**src/rtl/slt_pkg.sv**
```systemverilog
// Shared types, codes, character constants and keyword table of the token descriptor lexer.
package slt_pkg;

    localparam int LINE_MAX_DEF    = 1024;
    localparam int KEYWORD_MAX_DEF = 7;
    localparam int KW_COUNT        = 15;
    localparam int KW_LONGEST      = 7;
    localparam int OUTQ_DEPTH      = 4;

    localparam logic [31:0] START_MAX = 32'd1023;
    localparam logic [31:0] LEN_MAX   = 32'd2047;

    // Characters the lexer recognizes
    localparam logic [7:0] CH_TAB     = 8'h09;
    localparam logic [7:0] CH_SPACE   = 8'h20;
    localparam logic [7:0] CH_BANG    = 8'h21;
    localparam logic [7:0] CH_DQUOTE  = 8'h22;
    localparam logic [7:0] CH_SQUOTE  = 8'h27;
    localparam logic [7:0] CH_LPAREN  = 8'h28;
    localparam logic [7:0] CH_RPAREN  = 8'h29;
    localparam logic [7:0] CH_STAR    = 8'h2A;
    localparam logic [7:0] CH_PLUS    = 8'h2B;
    localparam logic [7:0] CH_COMMA   = 8'h2C;
    localparam logic [7:0] CH_MINUS   = 8'h2D;
    localparam logic [7:0] CH_SLASH   = 8'h2F;
    localparam logic [7:0] CH_DIGIT_0 = 8'h30;
    localparam logic [7:0] CH_DIGIT_9 = 8'h39;
    localparam logic [7:0] CH_COLON   = 8'h3A;
    localparam logic [7:0] CH_SEMI    = 8'h3B;
    localparam logic [7:0] CH_LT      = 8'h3C;
    localparam logic [7:0] CH_EQ      = 8'h3D;
    localparam logic [7:0] CH_GT      = 8'h3E;
    localparam logic [7:0] CH_UP_A    = 8'h41;
    localparam logic [7:0] CH_UP_Z    = 8'h5A;
    localparam logic [7:0] CH_LBRACK  = 8'h5B;
    localparam logic [7:0] CH_RBRACK  = 8'h5D;
    localparam logic [7:0] CH_USCORE  = 8'h5F;
    localparam logic [7:0] CH_LOW_A   = 8'h61;
    localparam logic [7:0] CH_LOW_Z   = 8'h7A;
    localparam logic [7:0] CH_LBRACE  = 8'h7B;
    localparam logic [7:0] CH_RBRACE  = 8'h7D;
    localparam logic [7:0] CASE_OFFSET = 8'h20;

    typedef enum logic [3:0] {
        M_IDLE,
        M_IDENT,
        M_INT,
        M_STR,
        M_CHVAL,
        M_CHSKIP,
        M_LT,
        M_GT,
        M_EQ,
        M_BANG
    } t_mode;

    typedef enum logic [5:0] {
        C_IDENFR     = 6'd0,
        C_INTCON     = 6'd1,
        C_CHARCON    = 6'd2,
        C_STRCON     = 6'd3,
        C_PLUS       = 6'd4,
        C_MINU       = 6'd5,
        C_MULT       = 6'd6,
        C_DIV        = 6'd7,
        C_LSS        = 6'd8,
        C_LEQ        = 6'd9,
        C_GRE        = 6'd10,
        C_GEQ        = 6'd11,
        C_EQL        = 6'd12,
        C_NEQ        = 6'd13,
        C_ASSIGN     = 6'd14,
        C_SEMICN     = 6'd15,
        C_COMMA      = 6'd16,
        C_LPARENT    = 6'd17,
        C_RPARENT    = 6'd18,
        C_LBRACK     = 6'd19,
        C_RBRACK     = 6'd20,
        C_LBRACE     = 6'd21,
        C_RBRACE     = 6'd22,
        C_COLON      = 6'd23,
        C_KW_CONST   = 6'd24,
        C_KW_INT     = 6'd25,
        C_KW_CHAR    = 6'd26,
        C_KW_VOID    = 6'd27,
        C_KW_MAIN    = 6'd28,
        C_KW_IF      = 6'd29,
        C_KW_ELSE    = 6'd30,
        C_KW_SWITCH  = 6'd31,
        C_KW_CASE    = 6'd32,
        C_KW_DEFAULT = 6'd33,
        C_KW_WHILE   = 6'd34,
        C_KW_FOR     = 6'd35,
        C_KW_SCANF   = 6'd36,
        C_KW_PRINTF  = 6'd37,
        C_KW_RETURN  = 6'd38
    } t_class;

    typedef struct packed {
        logic        last;
        logic [10:0] len;
        logic [9:0]  start;
        t_class      cls;
    } t_tok;

    typedef struct packed {
        logic [1:0] cnt;
        t_tok       tok1;
        t_tok       tok0;
    } t_res;

    // Keyword letters, first letter in the lowest byte (so each literal reads reversed)
    localparam logic [55:0] KW_TEXT [KW_COUNT] = '{
        56'("tsnoc"),   56'("tni"),     56'("rahc"),   56'("diov"),
        56'("niam"),    56'("fi"),      56'("esle"),   56'("hctiws"),
        56'("esac"),    56'("tluafed"), 56'("elihw"),  56'("rof"),
        56'("fnacs"),   56'("ftnirp"),  56'("nruter")
    };
    localparam logic [2:0] KW_LEN [KW_COUNT] = '{
        3'd5, 3'd3, 3'd4, 3'd4, 3'd4, 3'd2, 3'd4, 3'd6,
        3'd4, 3'd7, 3'd5, 3'd3, 3'd5, 3'd6, 3'd6
    };

    // Match lowercase letters against all keywords in parallel
    function automatic t_class kw_class(input logic [55:0] letters, input logic [2:0] len);
        t_class res;
        logic   hit;
        res = C_IDENFR;
        for (int k = 0; k < KW_COUNT; k++) begin
            hit = (len == KW_LEN[k]);
            for (int i = 0; i < KW_LONGEST; i++) begin
                if (i < int'(KW_LEN[k]) && letters[8*i +: 8] != KW_TEXT[k][8*i +: 8]) begin
                    hit = 1'b0;
                end
            end
            if (hit) begin
                res = t_class'(6'(C_KW_CONST) + 6'(k));
            end
        end
        return res;
    endfunction

    function automatic logic [9:0] clamp_start(input logic [31:0] v);
        return (v > START_MAX) ? START_MAX[9:0] : v[9:0];
    endfunction

    function automatic logic [10:0] clamp_len(input logic [31:0] v);
        return (v > LEN_MAX) ? LEN_MAX[10:0] : v[10:0];
    endfunction

endpackage

```
**src/rtl/slt_lexer.sv**
```systemverilog
// Lexer state registers and the single-pass next-state and descriptor logic.
module slt_lexer #(
    parameter int LINE_MAX    = slt_pkg::LINE_MAX_DEF,
    parameter int KEYWORD_MAX = slt_pkg::KEYWORD_MAX_DEF
) (
    input  logic          i_clk,
    input  logic          i_rst_n,
    input  logic          i_go,
    input  logic [7:0]    i_char_code,
    input  logic          i_line_end,
    output slt_pkg::t_res o_res
);

    localparam int CW = $clog2(LINE_MAX);
    localparam int RW = $clog2(LINE_MAX + 1);
    localparam int KW = $clog2(KEYWORD_MAX);
    localparam logic [CW-1:0] COL_MAX = CW'(LINE_MAX - 1);
    localparam logic [RW-1:0] RUN_MAX = RW'(LINE_MAX);
    localparam logic [RW-1:0] KW_MAX  = RW'(KEYWORD_MAX);
    localparam logic [RW-1:0] KW_LIM  = RW'(slt_pkg::KW_LONGEST);

    slt_pkg::t_mode r_mode, n_mode;
    logic [CW-1:0]  r_col, n_col;
    logic [CW-1:0]  r_start, n_start;
    logic [RW-1:0]  r_run, n_run;
    logic           r_kwp, n_kwp;
    logic [7:0]     r_let [KEYWORD_MAX];
    logic [7:0]     n_let [KEYWORD_MAX];

    logic [7:0]      c;
    logic            c_letter, c_digit, c_word;
    logic [7:0]      c_lower;
    logic [RW-1:0]   run_sat;
    logic [CW-1:0]   col_sat;
    logic [55:0]     kw_vec;
    slt_pkg::t_class id_cls;

    logic            e0_v, e1_v, use_fresh;
    slt_pkg::t_class e0_cls, e1_cls;
    logic [31:0]     e0_s, e0_l, e1_s, e1_l;
    slt_pkg::t_tok   t0, t1;

    assign c        = i_char_code;
    assign c_letter = (c >= slt_pkg::CH_LOW_A && c <= slt_pkg::CH_LOW_Z) ||
                      (c >= slt_pkg::CH_UP_A && c <= slt_pkg::CH_UP_Z);
    assign c_digit  = (c >= slt_pkg::CH_DIGIT_0 && c <= slt_pkg::CH_DIGIT_9);
    assign c_word   = c_letter || c_digit || (c == slt_pkg::CH_USCORE);
    assign c_lower  = (c >= slt_pkg::CH_UP_A && c <= slt_pkg::CH_UP_Z) ?
                      c + slt_pkg::CASE_OFFSET : c;
    assign run_sat  = (r_run < RUN_MAX) ? r_run + RW'(1) : r_run;
    assign col_sat  = (r_col < COL_MAX) ? r_col + CW'(1) : r_col;

    always_comb begin
        for (int i = 0; i < slt_pkg::KW_LONGEST; i++) begin
            kw_vec[8*i +: 8] = r_let[i];
        end
    end

    assign id_cls = (r_kwp && r_run <= KW_LIM) ? slt_pkg::kw_class(kw_vec, r_run[2:0])
                                               : slt_pkg::C_IDENFR;

    always_comb begin
        n_mode    = r_mode;
        n_col     = r_col;
        n_start   = r_start;
        n_run     = r_run;
        n_kwp     = r_kwp;
        n_let     = r_let;
        e0_v      = 1'b0;
        e0_cls    = slt_pkg::C_IDENFR;
        e0_s      = 32'(r_start);
        e0_l      = 32'(r_run);
        e1_v      = 1'b0;
        e1_cls    = slt_pkg::C_IDENFR;
        e1_s      = 32'(r_col);
        e1_l      = 32'd1;
        use_fresh = 1'b0;

        if (i_line_end) begin
            // close whatever is open at the end of the line
            unique case (r_mode)
                slt_pkg::M_IDENT: begin
                    e0_v   = 1'b1;
                    e0_cls = id_cls;
                end
                slt_pkg::M_INT: begin
                    e0_v   = 1'b1;
                    e0_cls = slt_pkg::C_INTCON;
                end
                slt_pkg::M_STR: begin
                    e0_v   = 1'b1;
                    e0_cls = slt_pkg::C_STRCON;
                end
                slt_pkg::M_CHVAL: begin
                    e0_v   = 1'b1;
                    e0_cls = slt_pkg::C_CHARCON;
                    e0_s   = 32'(r_col);
                    e0_l   = 32'd0;
                end
                slt_pkg::M_LT: begin
                    e0_v   = 1'b1;
                    e0_cls = slt_pkg::C_LSS;
                    e0_l   = 32'd1;
                end
                slt_pkg::M_GT: begin
                    e0_v   = 1'b1;
                    e0_cls = slt_pkg::C_GRE;
                    e0_l   = 32'd1;
                end
                slt_pkg::M_EQ: begin
                    e0_v   = 1'b1;
                    e0_cls = slt_pkg::C_ASSIGN;
                    e0_l   = 32'd1;
                end
                slt_pkg::M_BANG: begin
                    e0_v   = 1'b1;
                    e0_cls = slt_pkg::C_NEQ;
                    e0_l   = 32'd1;
                end
                default: ;
            endcase
            n_mode = slt_pkg::M_IDLE;
            n_col  = '0;
            n_run  = '0;
        end else begin
            unique case (r_mode)
                slt_pkg::M_IDENT: begin
                    if (c_word) begin
                        if (c_letter && r_run < KW_MAX) begin
                            n_let[r_run[KW-1:0]] = c_lower;
                        end else begin
                            n_kwp = 1'b0;
                        end
                        n_run = run_sat;
                    end else begin
                        e0_v      = 1'b1;
                        e0_cls    = id_cls;
                        n_mode    = slt_pkg::M_IDLE;
                        use_fresh = 1'b1;
                    end
                end
                slt_pkg::M_INT: begin
                    if (c_digit) begin
                        n_run = run_sat;
                    end else begin
                        e0_v      = 1'b1;
                        e0_cls    = slt_pkg::C_INTCON;
                        n_mode    = slt_pkg::M_IDLE;
                        use_fresh = 1'b1;
                    end
                end
                slt_pkg::M_STR: begin
                    if (c == slt_pkg::CH_DQUOTE) begin
                        e0_v   = 1'b1;
                        e0_cls = slt_pkg::C_STRCON;
                        n_mode = slt_pkg::M_IDLE;
                    end else begin
                        n_run = run_sat;
                    end
                end
                slt_pkg::M_CHVAL: begin
                    e0_v   = 1'b1;
                    e0_cls = slt_pkg::C_CHARCON;
                    e0_s   = 32'(r_col);
                    e0_l   = 32'd1;
                    n_mode = slt_pkg::M_CHSKIP;
                end
                slt_pkg::M_CHSKIP: begin
                    n_mode = slt_pkg::M_IDLE;
                end
                slt_pkg::M_LT, slt_pkg::M_GT, slt_pkg::M_EQ: begin
                    e0_v   = 1'b1;
                    n_mode = slt_pkg::M_IDLE;
                    if (c == slt_pkg::CH_EQ) begin
                        e0_l   = 32'd2;
                        e0_cls = (r_mode == slt_pkg::M_LT) ? slt_pkg::C_LEQ :
                                 (r_mode == slt_pkg::M_GT) ? slt_pkg::C_GEQ : slt_pkg::C_EQL;
                    end else begin
                        e0_l      = 32'd1;
                        e0_cls    = (r_mode == slt_pkg::M_LT) ? slt_pkg::C_LSS :
                                    (r_mode == slt_pkg::M_GT) ? slt_pkg::C_GRE :
                                                                slt_pkg::C_ASSIGN;
                        use_fresh = 1'b1;
                    end
                end
                slt_pkg::M_BANG: begin
                    e0_v   = 1'b1;
                    e0_cls = slt_pkg::C_NEQ;
                    e0_l   = 32'd2;
                    n_mode = slt_pkg::M_IDLE;
                end
                default: begin
                    n_mode    = slt_pkg::M_IDLE;
                    use_fresh = 1'b1;
                end
            endcase
            n_col = col_sat;
        end

        // start a new token from the current character
        if (use_fresh) begin
            unique case (c)
                slt_pkg::CH_SPACE, slt_pkg::CH_TAB: ;
                slt_pkg::CH_DQUOTE: begin
                    n_mode  = slt_pkg::M_STR;
                    n_start = (r_col < COL_MAX) ? r_col + CW'(1) : COL_MAX;
                    n_run   = '0;
                end
                slt_pkg::CH_SQUOTE: n_mode = slt_pkg::M_CHVAL;
                slt_pkg::CH_PLUS:   begin e1_v = 1'b1; e1_cls = slt_pkg::C_PLUS;    end
                slt_pkg::CH_MINUS:  begin e1_v = 1'b1; e1_cls = slt_pkg::C_MINU;    end
                slt_pkg::CH_STAR:   begin e1_v = 1'b1; e1_cls = slt_pkg::C_MULT;    end
                slt_pkg::CH_SLASH:  begin e1_v = 1'b1; e1_cls = slt_pkg::C_DIV;     end
                slt_pkg::CH_SEMI:   begin e1_v = 1'b1; e1_cls = slt_pkg::C_SEMICN;  end
                slt_pkg::CH_COMMA:  begin e1_v = 1'b1; e1_cls = slt_pkg::C_COMMA;   end
                slt_pkg::CH_LPAREN: begin e1_v = 1'b1; e1_cls = slt_pkg::C_LPARENT; end
                slt_pkg::CH_RPAREN: begin e1_v = 1'b1; e1_cls = slt_pkg::C_RPARENT; end
                slt_pkg::CH_LBRACK: begin e1_v = 1'b1; e1_cls = slt_pkg::C_LBRACK;  end
                slt_pkg::CH_RBRACK: begin e1_v = 1'b1; e1_cls = slt_pkg::C_RBRACK;  end
                slt_pkg::CH_LBRACE: begin e1_v = 1'b1; e1_cls = slt_pkg::C_LBRACE;  end
                slt_pkg::CH_RBRACE: begin e1_v = 1'b1; e1_cls = slt_pkg::C_RBRACE;  end
                slt_pkg::CH_COLON:  begin e1_v = 1'b1; e1_cls = slt_pkg::C_COLON;   end
                slt_pkg::CH_LT:     begin n_mode = slt_pkg::M_LT;   n_start = r_col; end
                slt_pkg::CH_GT:     begin n_mode = slt_pkg::M_GT;   n_start = r_col; end
                slt_pkg::CH_EQ:     begin n_mode = slt_pkg::M_EQ;   n_start = r_col; end
                slt_pkg::CH_BANG:   begin n_mode = slt_pkg::M_BANG; n_start = r_col; end
                default: begin
                    if (c_letter || c == slt_pkg::CH_USCORE) begin
                        n_mode  = slt_pkg::M_IDENT;
                        n_start = r_col;
                        n_run   = RW'(1);
                        n_kwp   = c_letter;
                        if (c_letter) begin
                            n_let[0] = c_lower;
                        end
                    end else if (c_digit) begin
                        n_mode  = slt_pkg::M_INT;
                        n_start = r_col;
                        n_run   = RW'(1);
                    end
                end
            endcase
        end
    end

    // order the descriptors and mark the last one of this item
    always_comb begin
        t0.cls   = e0_cls;
        t0.start = slt_pkg::clamp_start(e0_s);
        t0.len   = slt_pkg::clamp_len(e0_l);
        t0.last  = !e1_v;
        t1.cls   = e1_cls;
        t1.start = slt_pkg::clamp_start(e1_s);
        t1.len   = slt_pkg::clamp_len(e1_l);
        t1.last  = 1'b1;
        o_res.tok1 = t1;
        if (e0_v) begin
            o_res.tok0 = t0;
            o_res.cnt  = e1_v ? 2'd2 : 2'd1;
        end else begin
            o_res.tok0 = t1;
            o_res.cnt  = e1_v ? 2'd1 : 2'd0;
        end
    end

    always_ff @(posedge i_clk) begin
        if (!i_rst_n) begin
            r_mode  <= slt_pkg::M_IDLE;
            r_col   <= '0;
            r_start <= '0;
            r_run   <= '0;
            r_kwp   <= 1'b1;
        end else if (i_go) begin
            r_mode  <= n_mode;
            r_col   <= n_col;
            r_start <= n_start;
            r_run   <= n_run;
            r_kwp   <= n_kwp;
        end
    end

    always_ff @(posedge i_clk) begin
        if (i_go) begin
            r_let <= n_let;
        end
    end

    a_col_range: assert property (@(posedge i_clk) disable iff (!i_rst_n)
        r_col <= COL_MAX && r_start <= COL_MAX)
        else $error("column beyond line limit");

    a_line_end_clears: assert property (@(posedge i_clk) disable iff (!i_rst_n)
        (i_go && i_line_end) |=> (r_col == '0 && r_mode == slt_pkg::M_IDLE && r_run == '0))
        else $error("line end did not return lexer to column zero and idle");

endmodule

```
**src/rtl/slt_outq.sv**
```systemverilog
// Small descriptor queue: takes up to two descriptors a cycle, hands out one per beat.
module slt_outq (
    input  logic          i_clk,
    input  logic          i_rst_n,
    input  logic [1:0]    i_push_cnt,
    input  slt_pkg::t_tok i_tok0,
    input  slt_pkg::t_tok i_tok1,
    output logic          o_room,
    output logic          o_valid,
    input  logic          i_ready,
    output slt_pkg::t_tok o_tok
);

    localparam int DEPTH = slt_pkg::OUTQ_DEPTH;
    localparam int PW    = $clog2(DEPTH);
    localparam int QW    = PW + 1;
    localparam logic [QW-1:0] ROOM_LIM = QW'(DEPTH - 2);

    slt_pkg::t_tok r_mem [DEPTH];
    logic [PW-1:0] r_wr, r_rd;
    logic [QW-1:0] r_count;
    logic [PW-1:0] w_wr1;
    logic          w_pop;

    assign w_wr1   = r_wr + PW'(1);
    assign o_valid = (r_count != '0);
    assign o_room  = (r_count <= ROOM_LIM);
    assign o_tok   = r_mem[r_rd];
    assign w_pop   = o_valid && i_ready;

    always_ff @(posedge i_clk) begin
        if (i_push_cnt != 2'd0) begin
            r_mem[r_wr] <= i_tok0;
        end
        if (i_push_cnt == 2'd2) begin
            r_mem[w_wr1] <= i_tok1;
        end
    end

    always_ff @(posedge i_clk) begin
        if (!i_rst_n) begin
            r_wr    <= '0;
            r_rd    <= '0;
            r_count <= '0;
        end else begin
            r_wr    <= r_wr + PW'(i_push_cnt);
            r_rd    <= r_rd + PW'(w_pop);
            r_count <= r_count + QW'(i_push_cnt) - QW'(w_pop);
        end
    end

    a_no_overflow: assert property (@(posedge i_clk) disable iff (!i_rst_n)
        r_count <= QW'(DEPTH))
        else $error("descriptor queue overflow");

    a_push_needs_room: assert property (@(posedge i_clk) disable iff (!i_rst_n)
        (i_push_cnt != 2'd0) |-> o_room)
        else $error("push without room for two descriptors");

    a_last_marks: assert property (@(posedge i_clk) disable iff (!i_rst_n)
        (i_push_cnt == 2'd2) |-> (i_tok1.last && !i_tok0.last))
        else $error("two descriptors of one item carry wrong last marks");

endmodule

```
**src/rtl/source_lexer_token_descriptors_core.sv**
```systemverilog
// Top level of the token descriptor lexer: input register, lexer pass and descriptor queue.
//
//  channel   dir  beat carries
//  s_axis    in   tdata[7:0] char_code, tlast line_end
//  m_axis    out  tdata[5:0] token_class, [15:6] token_start, [26:16] token_length,
//                 [31:27] zero; tlast last_of_run
//
// One character beat is taken every cycle while input is not refused; the lexer pass
// turns it into zero, one or two descriptors while it sits in the input register and
// the queue has room for two; the queue then hands them out on m_axis.
// A character yielding two descriptors occupies two output beats; the queue of four
// descriptors accepts a new pass while it has room for two.
// Reset (synchronous, active low) empties the input register and queue and returns the
// lexer to idle at column zero. Output stalls hold the queue head; input is refused
// only when the input register is full and the queue lacks room for two descriptors.
module source_lexer_token_descriptors_core #(
    parameter int LINE_MAX    = slt_pkg::LINE_MAX_DEF,
    parameter int KEYWORD_MAX = slt_pkg::KEYWORD_MAX_DEF
) (
    input  logic        i_clk,
    input  logic        i_rst_n,
    input  logic        s_axis_tvalid,
    output logic        s_axis_tready,
    input  logic [7:0]  s_axis_tdata,   // [7:0] char_code
    input  logic        s_axis_tlast,
    output logic        m_axis_tvalid,
    input  logic        m_axis_tready,
    output logic [31:0] m_axis_tdata,   // [5:0] token_class, [15:6] token_start,
                                        // [26:16] token_length, [31:27] zero
    output logic        m_axis_tlast
);

    // input register
    logic       r_in_valid;
    logic [7:0] r_char;
    logic       r_le;

    logic          w_room;
    logic          w_go;
    slt_pkg::t_res w_res;
    slt_pkg::t_tok w_head;
    logic [1:0]    w_push_cnt;

    // run the lexer pass on the held character once the queue can take two descriptors
    assign w_go          = r_in_valid && w_room;
    assign s_axis_tready = !r_in_valid || w_go;
    assign w_push_cnt    = w_go ? w_res.cnt : 2'd0;

    always_ff @(posedge i_clk) begin
        if (!i_rst_n) begin
            r_in_valid <= 1'b0;
        end else if (s_axis_tready) begin
            r_in_valid <= s_axis_tvalid;
        end
    end

    // hold the payload of the last accepted beat
    always_ff @(posedge i_clk) begin
        if (s_axis_tvalid && s_axis_tready) begin
            r_char <= s_axis_tdata;
            r_le   <= s_axis_tlast;
        end
    end

    slt_lexer #(
        .LINE_MAX    (LINE_MAX),
        .KEYWORD_MAX (KEYWORD_MAX)
    ) u_lexer (
        .i_clk       (i_clk),
        .i_rst_n     (i_rst_n),
        .i_go        (w_go),
        .i_char_code (r_char),
        .i_line_end  (r_le),
        .o_res       (w_res)
    );

    slt_outq u_outq (
        .i_clk      (i_clk),
        .i_rst_n    (i_rst_n),
        .i_push_cnt (w_push_cnt),
        .i_tok0     (w_res.tok0),
        .i_tok1     (w_res.tok1),
        .o_room     (w_room),
        .o_valid    (m_axis_tvalid),
        .i_ready    (m_axis_tready),
        .o_tok      (w_head)
    );

    // pack the queue head onto the output beat
    assign m_axis_tdata = {5'd0, w_head.len, w_head.start, w_head.cls};
    assign m_axis_tlast = w_head.last;

endmodule

```
**config.mk**
```make
export PLATFORM = sky130hd
export DESIGN_NAME = source_lexer_token_descriptors_core
export DESIGN_NICKNAME = d
export VERILOG_FILES = /design/src/rtl/slt_pkg.sv /design/src/rtl/slt_lexer.sv /design/src/rtl/slt_outq.sv /design/src/rtl/source_lexer_token_descriptors_core.sv
export SDC_FILE = /design/constraint.sdc
export NUM_CORES = 1
export LEC_CHECK = 0
export ABC_AREA = 1
export BUFFER_PORTS_ARGS = -buffer_cell sky130_fd_sc_hd__buf_2
export CAP_MARGIN = 20
export CORE_UTILIZATION = 65
export DETAILED_ROUTE_END_ITERATION = 10
export PLACE_DENSITY = 0.83
export SYNTH_ARGS = -nofsm -noshare
export SYNTH_HDL_FRONTEND = slang
export SYNTH_HIERARCHICAL = 1
export SYNTH_SLANG_ARGS = --single-unit
```
**constraint.sdc**
```tcl
create_clock -name i_clk -period 14.8 [get_ports i_clk]
set_input_delay 2.96 -clock i_clk [delete_from_list [all_inputs] [get_ports i_clk]]
set_output_delay 2.96 -clock i_clk [all_outputs]
set_load 0.005 [all_outputs]
```
==> results.sh, run 1 <==
export IMPL_status="completed"
export IMPL_first_pass_iters=6
export IMPL_cp_start_kind="register"
export IMPL_p_leak_nw=5.54
export IMPL_powerDensity_mw_per_mm2=116
export IMPL_cts_resized=0
export IMPL_core_area_mm2=0.0202
export IMPL_yosysWarnings=6
export IMPL_routedWlPerCell_um=18.3
export IMPL_hold_path_end="u_lexer/r_start[4]"
export IMPL_postLayoutCellArea_mm2=0.0143
export IMPL_grt_pass1_wl_mm=58.2
export IMPL_cts_tree="done"
export IMPL_fp_row_count=52
export IMPL_placed_area_mm2=0.0136
export IMPL_cap_violations=0
export IMPL_max_slew_worst_pin_slew_ps=1120
export IMPL_crit_cells=4
export IMPL_regToRegSetupSlack_ps=9760
export IMPL_synth_compound_area_share_pct=14.9
export IMPL_clockBufferDepth=3
export IMPL_layout_commonest_cell="nand2_1"
export IMPL_worst_setup_path_end_kind="primary output"
export IMPL_num_antenna_cells=0
export IMPL_antenna_found_initial=0
export IMPL_cp_slowest_cell="dfxtp_1"
export IMPL_critPathArrivalTime_ps=2800
export IMPL_max_slew_margin_pct=25.1
export IMPL_hold_path_class="register to register"
export IMPL_r2r_start="r_char[1]"
export IMPL_nets=1742
export IMPL_post_cts_buffers=0
export IMPL_netlist_area_mm2=0.0134
export IMPL_yosys_area_share_simple_pct=26.4
export IMPL_peakVddDrop_mv=0.0887
export IMPL_whs_ps=442
export IMPL_synthAdderAreaFrac_pct=1.54
export IMPL_cp_num_buf_inv=2
export IMPL_drive_above_1_share_pct=9.62
export IMPL_finalHoldViolCount=0
export IMPL_drv_slew=0
export IMPL_initial_utilization_pct=66.5
export IMPL_whs_path_depth=2
export IMPL_ctsRootBufferMaster="clkbuf_16"
export IMPL_r2r_end="u_outq/r_mem[2][9]"
export IMPL_worstPathMaxFanout=30
export IMPL_ys_seq_elements=221
export IMPL_worstPathRequired_ps=11840
export IMPL_grt_use_total_pct=34.6
export IMPL_critPathKind="register to primary output"
export IMPL_critPathTopFamily="flip-flops"
export IMPL_cp_cell_sequence="inv_1 > o21ai_0 > o22ai_1 > buf_2"
export IMPL_synthDistinctLibCells=49
export IMPL_grt_max_degree=60
export IMPL_critical_path_max_stage_delay_ps=1010
export IMPL_syn_inst=1713
export IMPL_yosysSeqAreaShare_pct=46.1
export IMPL_ant_nets=0
export IMPL_fmax_mhz=174
export IMPL_drt_total_wl_mm=36.6
export IMPL_fin_setup_tns_ps=0
export IMPL_overflow=0
export IMPL_clkTransAtPathRegs_ps=60
export IMPL_ioPinCount=48
export IMPL_via_per_inst=6.12
export IMPL_grt_pass1_vias=11100
export IMPL_synth_mux_area_share_pct=0
export IMPL_drtIter0Drc=1494
export IMPL_finalCriticalPeriod_ps=5760
export IMPL_chipWidth_um=146
export IMPL_fp_dieArea_mm2=0.0213
export IMPL_gp_congestion=0.988
export IMPL_avgSynthCellArea_um2=7.85
export IMPL_htreeDepth=1
export IMPL_numCtsBuffers=23
export IMPL_grt_setup_unrepaired="false"
export IMPL_mostFrequentLayoutCells="385 x nand2_1, 187 x inv_1, 179 x o21ai_0"
export IMPL_num_vias=12200
export IMPL_synth_top_family_by_area="simple AND/OR/NAND/NOR gates"
export IMPL_hold_start="u_lexer/r_start[4]"
export IMPL_cts_hold_buf=0
export IMPL_min_period_over_period_pct=38.9
export IMPL_clock_sinks=221
export IMPL_skew_ps=14.1
export IMPL_clk_insertion_delay_late_ps=510
export IMPL_die_height_um=146
export IMPL_dp_hpwl_mm=25.9
export IMPL_synth_xor_area_share_pct=0.781
export IMPL_portBuffers=42
export IMPL_setup_viol=0
export IMPL_reg2reg_depth=20
export IMPL_synthToLayoutAreaGrowth_pct=6.37
export IMPL_route_detailed_drc=0
power breakdown:
| group | total (mW) | internal (mW) | switching [mW] |
|---|---|---|---|
| Clock | 0.538 | 0.305 | 0.233 |
| Sequential | 0.738 | 0.707 | 0.0304 |
| Combinational | 0.388 | 0.119 | 0.268 |
per-stage QoR:
| stage | worst slack [ps] | power, mW | utilization (%) | cells |
|---|---|---|---|---|
| after floorplan | 9620 | 1.01 | - | 1728 |
| after global placement | 9700 | 1.11 | 67.2 | 1953 |
| after detailed placement | 9600 | 1.13 | 67.2 | 1954 |
| after CTS | 9020 | 1.65 | 70.6 | 1991 |
| after global routing | 8800 | 1.73 | 70.7 | 1995 |
| final | 9040 | 1.66 | 70.7 | 1995 |
Yosys cell counts, drive strengths merged:
master  count  area share [%]
a21boi      1           0.056
a21oi      73             2.8
a22oi       4            0.22
a31oi       4            0.19
a32oi       1           0.065
a41oi       1           0.065
and2        1           0.047
and3        1           0.047
and3b       1           0.065
buf        53             3.2
clkbuf     47             1.3
clkinv      5            0.14
conb        3           0.084
dfxtp      44             6.5
edfxtp    177              40
fa          1            0.15
ha         15             1.4
inv       196             5.5
nand2     392              11
nand3      98             3.9
nand3b      8            0.45
nand4      45             2.2
nor2      180             5.4
nor3       54             2.2
nor4       20            0.93
o211ai      9            0.50
o21ai     229             9.3
o22ai      29             1.3
o31ai       5            0.28
o41ai       2            0.13
or2         2           0.093
xnor2       1           0.065
xor2       11            0.72
tightest hold or removal path, stage by stage (launching register included):
cell and delay, ps:
dfxtp_1 310, inv_1 50, a21oi_1 50
logic make-up after synthesis:
| logic type | Yosys count |
|---|---|
| AND/OR/NAND/NOR | 802 |
| AO/OA/AOI/OAI | 358 |
| buffers and inverters | 301 |
| flip-flops | 221 |
| adder cells (fa/ha/maj) | 16 |
| XOR/XNOR | 12 |
| other | 3 |
layout make-up:
| class | instances | area (um2) |
|---|---|---|
| Clock inverter | 10 | 78.8 |
| Timing Repair Buffer | 60 | 340 |
| Inverter | 201 | 754 |
| Clock buffer | 27 | 601 |
| Multi-Input combinational cell | 1206 | 6000 |
| Tap cell | 270 | 338 |
| Fill cell | 1586 | 5930 |
| Sequential cell | 221 | 6200 |
routing by layer:
layer	wire [um]	global-route usage, %
met1	15100	50.5
met2	16300	53.3
met3	4370	5.89
met4	741	9.11
met5	0	0
worst max path at each step:
| stage | start | to | slack [ps] |
|---|---|---|---|
| 2_1_floorplan | r_char[5] | u_outq/r_mem[0][0] | 9620 |
| 3_3_place_gp | u_outq/r_rd[1] | m_axis_tdata[0] | 9700 |
| 3_5_place_dp | u_outq/r_rd[1] | m_axis_tdata[0] | 9600 |
| 4_1_cts | u_outq/r_rd[1] | m_axis_tdata[0] | 9020 |
| 5_1_grt | u_outq/r_rd[1] | m_axis_tdata[12] | 8800 |
| 6_report | u_outq/r_rd[1] | m_axis_tdata[8] | 9040 |
(Power assumes the default switching activity.)
==> inputs of run 2 (changes only) <==
--- a/config.mk
+++ b/config.mk
@@ -8,9 +8,9 @@
 export ABC_AREA = 1
 export BUFFER_PORTS_ARGS = -buffer_cell sky130_fd_sc_hd__buf_2
 export CAP_MARGIN = 20
-export CORE_UTILIZATION = 65
+export CORE_UTILIZATION = 57
 export DETAILED_ROUTE_END_ITERATION = 10
-export PLACE_DENSITY = 0.83
+export PLACE_DENSITY = 0.77
 export SYNTH_ARGS = -nofsm -noshare
 export SYNTH_HDL_FRONTEND = slang
 export SYNTH_HIERARCHICAL = 1
==> constraint.sdc (replaced) <==
create_clock -name i_clk -period 5.1 [get_ports i_clk]
set_input_delay 1.02 -clock i_clk [delete_from_list [all_inputs] [get_ports i_clk]]
set_output_delay 1.02 -clock i_clk [all_outputs]
set_load 0.005 [all_outputs]
==> results.sh, run 2 (synthesized netlist as in run 1, its figures left out) <==
export IMPL_grt_pass1_wl_mm=58.2
export IMPL_drive_above_1_share_pct=10.3
export IMPL_num_antenna_cells=0
export IMPL_die_height_um=156
export IMPL_critPathArrivalTime_ps=4450
export IMPL_first_pass_iters=9
export IMPL_setup_viol=0
export IMPL_peakVddDrop_mv=0.281
export IMPL_cap_violations=0
export IMPL_whs_ps=444
export IMPL_max_slew_worst_pin_slew_ps=1080
export IMPL_post_cts_buffers=0
export IMPL_min_period_over_period_pct=84.0
export IMPL_cp_start_kind="register"
export IMPL_powerDensity_mw_per_mm2=344
export IMPL_dp_hpwl_mm=25.9
export IMPL_skew_ps=13.4
export IMPL_grt_use_total_pct=30.7
export IMPL_numCtsBuffers=24
export IMPL_worstPathRequired_ps=5270
export IMPL_fp_row_count=55
export IMPL_htreeDepth=1
export IMPL_drt_total_wl_mm=36.7
export IMPL_grt_pass1_vias=10800
export IMPL_grt_setup_unrepaired="false"
export IMPL_gp_congestion=1.01
export IMPL_hold_path_class="register to register"
export IMPL_antenna_found_initial=1
export IMPL_status="completed"
export IMPL_drtIter0Drc=1713
export IMPL_routedWlPerCell_um=17.9
export IMPL_fp_dieArea_mm2=0.0242
export IMPL_finalCriticalPeriod_ps=4290
export IMPL_grt_max_degree=60
export IMPL_layout_commonest_cell="nand2_1"
export IMPL_drv_slew=0
export IMPL_worst_setup_path_end_kind="register"
export IMPL_cts_hold_buf=0
export IMPL_synthToLayoutAreaGrowth_pct=7.87
export IMPL_p_leak_nw=5.62
export IMPL_via_per_inst=5.84
export IMPL_power_total_mw=4.99
export IMPL_dpl_cell_count=2003
export IMPL_critPathKind="register to register"
export IMPL_num_vias=12000
export IMPL_fmax_mhz=233
export IMPL_clockBufferDepth=3
export IMPL_portBuffers=42
export IMPL_core_area_mm2=0.0229
export IMPL_cts_resized=0
export IMPL_nets=1748
export IMPL_route_detailed_drc=0
export IMPL_clkTransAtPathRegs_ps=60
export IMPL_ant_nets=0
export IMPL_cts_tree="done"
export IMPL_layout_cells_non_filler=2049
export IMPL_overflow=0
export IMPL_chipWidth_um=156
export IMPL_max_slew_margin_pct=27.9
export IMPL_initial_utilization_pct=58.7
export IMPL_ctsRootBufferMaster="clkbuf_16"
export IMPL_ioPinCount=48
export IMPL_clock_sinks=221
export IMPL_mostFrequentLayoutCells="385 x nand2_1, 187 x inv_1, 179 x o21ai_0"
export IMPL_clk_insertion_delay_late_ps=520
export IMPL_worstPathMaxFanout=27
export IMPL_finalHoldViolCount=0
run 2: changes by cell type in the layout (fill, tap and decap cells not counted), sizes merged:
cell,before,now
bufinv,1,2
clkinv,12,14
clkbuf,29,31
buf,58,64
run 2: worst paths after layout:
| path | start | endpoint | slack, ps | cells after the start |
|---|---|---|---|---|
| worst min-delay path | u_lexer/r_start[2] | u_lexer/r_start[2] | 440 | 2 |
| worst max-delay path | r_char[4] | u_outq/r_mem[1][22] | 810 | 17 |
| worst max register to register | r_char[4] | u_outq/r_mem[1][22] | 810 | 17 |
| worst min register to register | u_lexer/r_start[2] | u_lexer/r_start[2] | 440 | 2 |
run 2: layout make-up:
class	count	area, um2
Sequential cell	221	6200
Clock buffer	30	664
Clock inverter	13	120
Timing Repair Buffer	65	383
Tap cell	313	392
Inverter	201	754
Fill cell	1908	8410
Multi-Input combinational cell	1206	6000
run 2: critical path: stages, from the launching register on:
cell and delay [ps]:
edfxtp_1 620, nand2_2 200, inv_1 70, a21oi_1 170, nand2_2 140, inv_2 240
nor2_1 110, inv_1 80, nand4_1 110, nand2_1 100, buf_4 200, inv_1 120
ha_1 290, inv_1 40, nor2_1 450, nor2_1 310, o31ai_4 260, buf_4 420
run 2: per-layer routing:
metal  wire length [um]  track usage [%]
met3               3670             3.75
met4                804             6.82
met1              16000             45.9
met5                  0                0
met2              16200             47.6
run 2: power by group:
part	total [mW]	internal [mW]	switching, mW
logic	1.14	0.354	0.789
registers	2.13	2.05	0.0774
clock network	1.71	1.02	0.694
total	4.99	3.43	1.56
run 2: metrics by stage:
| stage | util, % | TNS (ps) | setup slack [ps] | cell area, um2 |
|---|---|---|---|---|
| global route | 63.3 | 0 | 387 | 14500 |
| finish | 63.3 | 0 | 815 | 14500 |
| CTS | 63.2 | 0 | 838 | 14500 |
| detailed placement | 59.8 | 0 | 856 | 13700 |
| floorplan | - | -8890 | -79.4 | 13500 |
| global placement | 59.8 | 0 | 938 | 13700 |
